File: src/hdl/tspr_ram.sv
`timescale 1ns / 1ps

module tspr_ram #(
    parameter int WIDTH = 8,
    parameter int DEPTH = 64
) (
    input  logic                     clk,
    input  logic                     we,
    input  logic [$clog2(DEPTH)-1:0] waddr,
    input  logic [WIDTH-1:0]         wdata,
    input  logic [$clog2(DEPTH)-1:0] raddr,
    output logic [WIDTH-1:0]         rdata
);

    logic [WIDTH-1:0] mem [DEPTH];

    always_ff @(posedge clk)
    begin
        if (we)
        begin
            mem[waddr] <= wdata;
        end
        rdata <= mem[raddr];
    end

endmodule

File: config.mk
export PLATFORM = sky130hd
export DESIGN_NAME = tspr_ram
export DESIGN_NICKNAME = d
export VERILOG_FILES = /design/src/hdl/tspr_ram.sv
export SDC_FILE = /design/constraint.sdc
export NUM_CORES = 1
export LEC_CHECK = 0
export ABC_AREA = 0
export BUFFER_PORTS_ARGS = -buffer_cell sky130_fd_sc_hd__buf_2
export CORE_MARGIN = 2
export CORE_UTILIZATION = 55
export DETAILED_ROUTE_END_ITERATION = 8
export GPL_TIMING_DRIVEN = 0
export PLACE_DENSITY = 0.71
export REMOVE_ABC_BUFFERS = 1
export SYNTH_ARGS = -nofsm -noshare
export SYNTH_HDL_FRONTEND = slang
export SYNTH_SLANG_ARGS = --single-unit
File: constraint.sdc
create_clock -name clk -period 2 [get_ports clk]
set_clock_uncertainty 0.15 [all_clocks]
set_input_delay 0 -clock clk [delete_from_list [all_inputs] [get_ports clk]]
set_output_delay 0 -clock clk [all_outputs]
set_load 0.005 [all_outputs]
==> key figures <==
Clocking
  • Clk Latency, worst-skew pair: 560 ps
  • Cts hold-fix bufs: 3
  • Total clock sinks: 520
  • TritonCTS clock tree: done
  • CTS H-Tree Depth: 2
  • Clock tree buffer depth: 3
  • CTS clock-pin slew for the worst setup and hold paths: 60 ps
  • Num CTS Buffers: 50
  • Clock root cell: clkbuf_16

Status
  • Failing checks: hold timing, setup timing
  • Status: finished with violations

Global routing
  • Largest net degree at the start of global routing: 66
  • GRT overflow: 0
  • Total track usage: 22.6%
  • Vias in the first global route: 9492
  • Global-route wire length before repair: 62.5 mm
  • Initial antenna violation count: 0

Setup path
  • Worst reg-to-reg path cell count: 5
  • R2R Path Start: mem[3][0]
  • Worst r2r dst: rdata[0]
  • Setup crit start kind: flop
  • Largest stage delay on the critical path: 550 ps
  • WP data arrival: 2350 ps
  • CP max stage cell: mux4_2
  • Flop-to-flop setup slack: -70 ps
  • Crit end category: flop
  • Critical path cell sequence: mux4_2 > mux4_2 > nor2_4 > nor3_4 > o2bb2ai_2
  • Crit Path Max Fanout: 1
  • WS Path Type: flop to flop
  • CP required: 2280 ps
  • Buf/Inv on CP: 0
  • CP top delay family: multiplexers
  • CP most frequent cell: mux4_2

Route
  • WL final: 42.2 mm
  • Drt first pass iters: 5
  • DR WL/cell: 28.4 um
  • Antenna viol nets, final: 0
  • Residual DRC: 0
  • DR vias: 9575
  • Initial DRC Count: 1140
  • Via density: 6.44

Min path
  • Hold path endpoint: rdata[2]
  • Hold Crit Class: input pin to flop
  • Worst hold stages: 3
  • Beginning of the worst hold path: raddr[5]

Power
  • Clock network power share: 40.1%
  • Cell Int Power: 0.0176 W
  • Power density over cell area: 985 nW/um^2
  • Sw frac: 20.5%
  • Comb pwr share: 5.1%
  • NetSw: 0.00453 W
  • Sequential power share: 54.7%
  • Pleak: 6.95 nW
  • VDD IR max: 0.832 mV

Synth
  • Post-synthesis async set-or-reset flop share: 0%
  • Count leader, synth: edfxtp_1
  • Synth top area share: 76.2%
  • EDFF count, synth: 512
  • Post-Synth Adder-Cell Area: 0%
  • Complex-gate fraction of the synthesized area: 2.07%
  • Area share of and/or/nand/nor cells after synthesis: 3.39%
  • Largest family of logic cells by synthesized area: multiplexers
  • Yosys warnings: 0
  • Post-synthesis mux area share: 15.9%
  • Commonest cells in the netlist: 512 x edfxtp_1, 126 x mux4_2, 83 x nor2_1, 23 x mux2i_1, 19 x nand2_1
  • Seq/Total Area, Yosys: 77.0%
  • XOR/XNOR Fraction of Synth Area: 0%
  • Dominant cell type by area after synthesis: edfxtp_1
  • Synth unique cells: 40
  • Gate Count Post-Synth: 940
  • Synth area leaders: edfxtp_1 76%, mux4_2 14%, nor2_1 1.5%
  • Post-Syn Area: 20200 sq um
  • #FFs+latches synth: 520
  • Avg Inst Size Synth: 21.5 sq um
  • Top_reg_cell synth: edfxtp_1

Floorplanning
  • Initial Utilization: 55.5%
  • Die X: 195 um
  • Num rows: 70
  • DIE AREA: 38200 sq um
  • Die H: 195 um
  • Core area: 36300 sq um
  • Top Ports: 30

Finish
  • Layout cells sized above 1: 25.1%
  • Syn-to-layout area delta: 11.3%
  • Antenna Cells: 0
  • Final instance area: 22500 sq um
  • Non-filler instance count after layout: 1487
  • Multi-input logic area: 4440 sq um
  • Utilization after layout: 61.8%
  • Nets: 1001
  • Fillcell total: 2402
  • Register area: 15500 sq um

Placed design
  • Pre-CTS WS: -1570 ps
  • Area post-placement: 20700 sq um
  • Hpwl dp: 23.5 mm
  • RePlAce Congestion: 0.779
  • Port buffer count: 29
  • Placed Instances: 1390

STA
  • Final Hold Vio Count: 7
  • Min Hold Slack: -228 ps
  • RSZ-0062 raised after global routing: true
  • Final setup violation count: 6
  • Final WS setup: -74.0 ps
  • Worst Tran Pin Value: 1310 ps
  • Final worst path period need: 2070 ps
  • Slew Limit Headroom: 11.9%
  • Post-route clock period utilization: 104%
  • Max Slew Vio Count: 0
  • FMAX: 482 MHz

Job
  • Max-cap viol count: 0
-- worst max path at each step --
stage                           from  endpoint  slack (ps)  cells past startpoint
final                      mem[3][0]  rdata[0]         -70                      5
after global routing       mem[3][0]  rdata[0]        -100                      5
after CTS                  mem[3][0]  rdata[0]         -90                      5
after detailed placement    raddr[0]  rdata[3]       -1570                      5
after global placement      raddr[0]  rdata[5]       -4490                      5
after floorplan           mem[29][4]  rdata[4]         170                      5
-- worst reg2reg max path, stage by stage, from the launching register on --
cell and delay, ps:
edfxtp_1 360, mux4_2 550, mux4_2 520, nor2_4 160, nor3_4 60, o2bb2ai_2 140
-- state kept, by name, indices dropped and copies added, names as in the netlist --
register / cells
mem: 512
rdata: 8
-- metrics by stage --
stage          hold slack [ps]  total power, W  setup TNS (ps)
6_report                  -228          0.0221            -221
5_1_grt                   -226          0.0227            -447
4_1_cts                   -283          0.0222            -396
3_5_place_dp               230          0.0134          -93730
3_3_place_gp               235          0.0134          -91130
2_1_floorplan            -51.1          0.0128               0
-- final cells by class --
class / count / area share, %
well taps: 468 / 2.61
clock buffers: 68 / 6.16
multi-input cells: 369 / 19.8
flip-flops and latches: 520 / 69.2
clock inverters: 24 / 0.685
repair buffers: 38 / 1.59
-- power by group through the flow --
stage,Combinational (W),Clock (W),Sequential (W)
floorplan,0.000467,0,0.0123
CTS,0.00113,0.00896,0.0121
finish,0.00114,0.00887,0.0121
global route,0.00121,0.00942,0.0121
detailed placement,0.00108,0,0.0123
global placement,0.00110,0,0.0123
-- placed cells by master (no fill, tap or decap), drive strengths merged, types with 3 or more instances in the layout --
master,n
nor2b,14
o22ai,8
nor2,83
o21ai,4
mux4,126
dfxtp,8
clkinv,22
edfxtp,512
o2bb2ai,3
nand2b,7
nand3,13
a21oi,3
a22oi,3
o221ai,8
a211oi,4
dlygate4sd3,3
o2111ai,3
a221oi,6
clkbuf,69
nor3,7
mux2i,23
nand3b,3
buf,33
mux2,13
nand2,19
-- cell families (layout without fill, tap and decap cells) --
kind of cell / count (synthesis) / count (layout)
DFF: 520 / 520
AOI/OAI and AO/OA: 54 / 54
and+or+nand+nor: 153 / 153
buffers and inverters: 51 / 130
muxes: 162 / 162
-- what timing repair did --
action | 4_1_cts | 5_1_grt
pin swaps | 3 | 4
gates resized for setup | 21 | 8
setup endpoints to repair | 8 | 8
setup buffers | 0 | 0
endpoints found under the hold margin | 72 | 7
cloned | 1 | 1
-- per-layer routing --
metal	part of all wire, %	global-route usage [%]
met1	43	34.3
met2	48	34.4
met3	7.5	3.68
met4	2.2	6.93
met5	0	0
No activity file was read; power rests on OpenSTA's default activity.
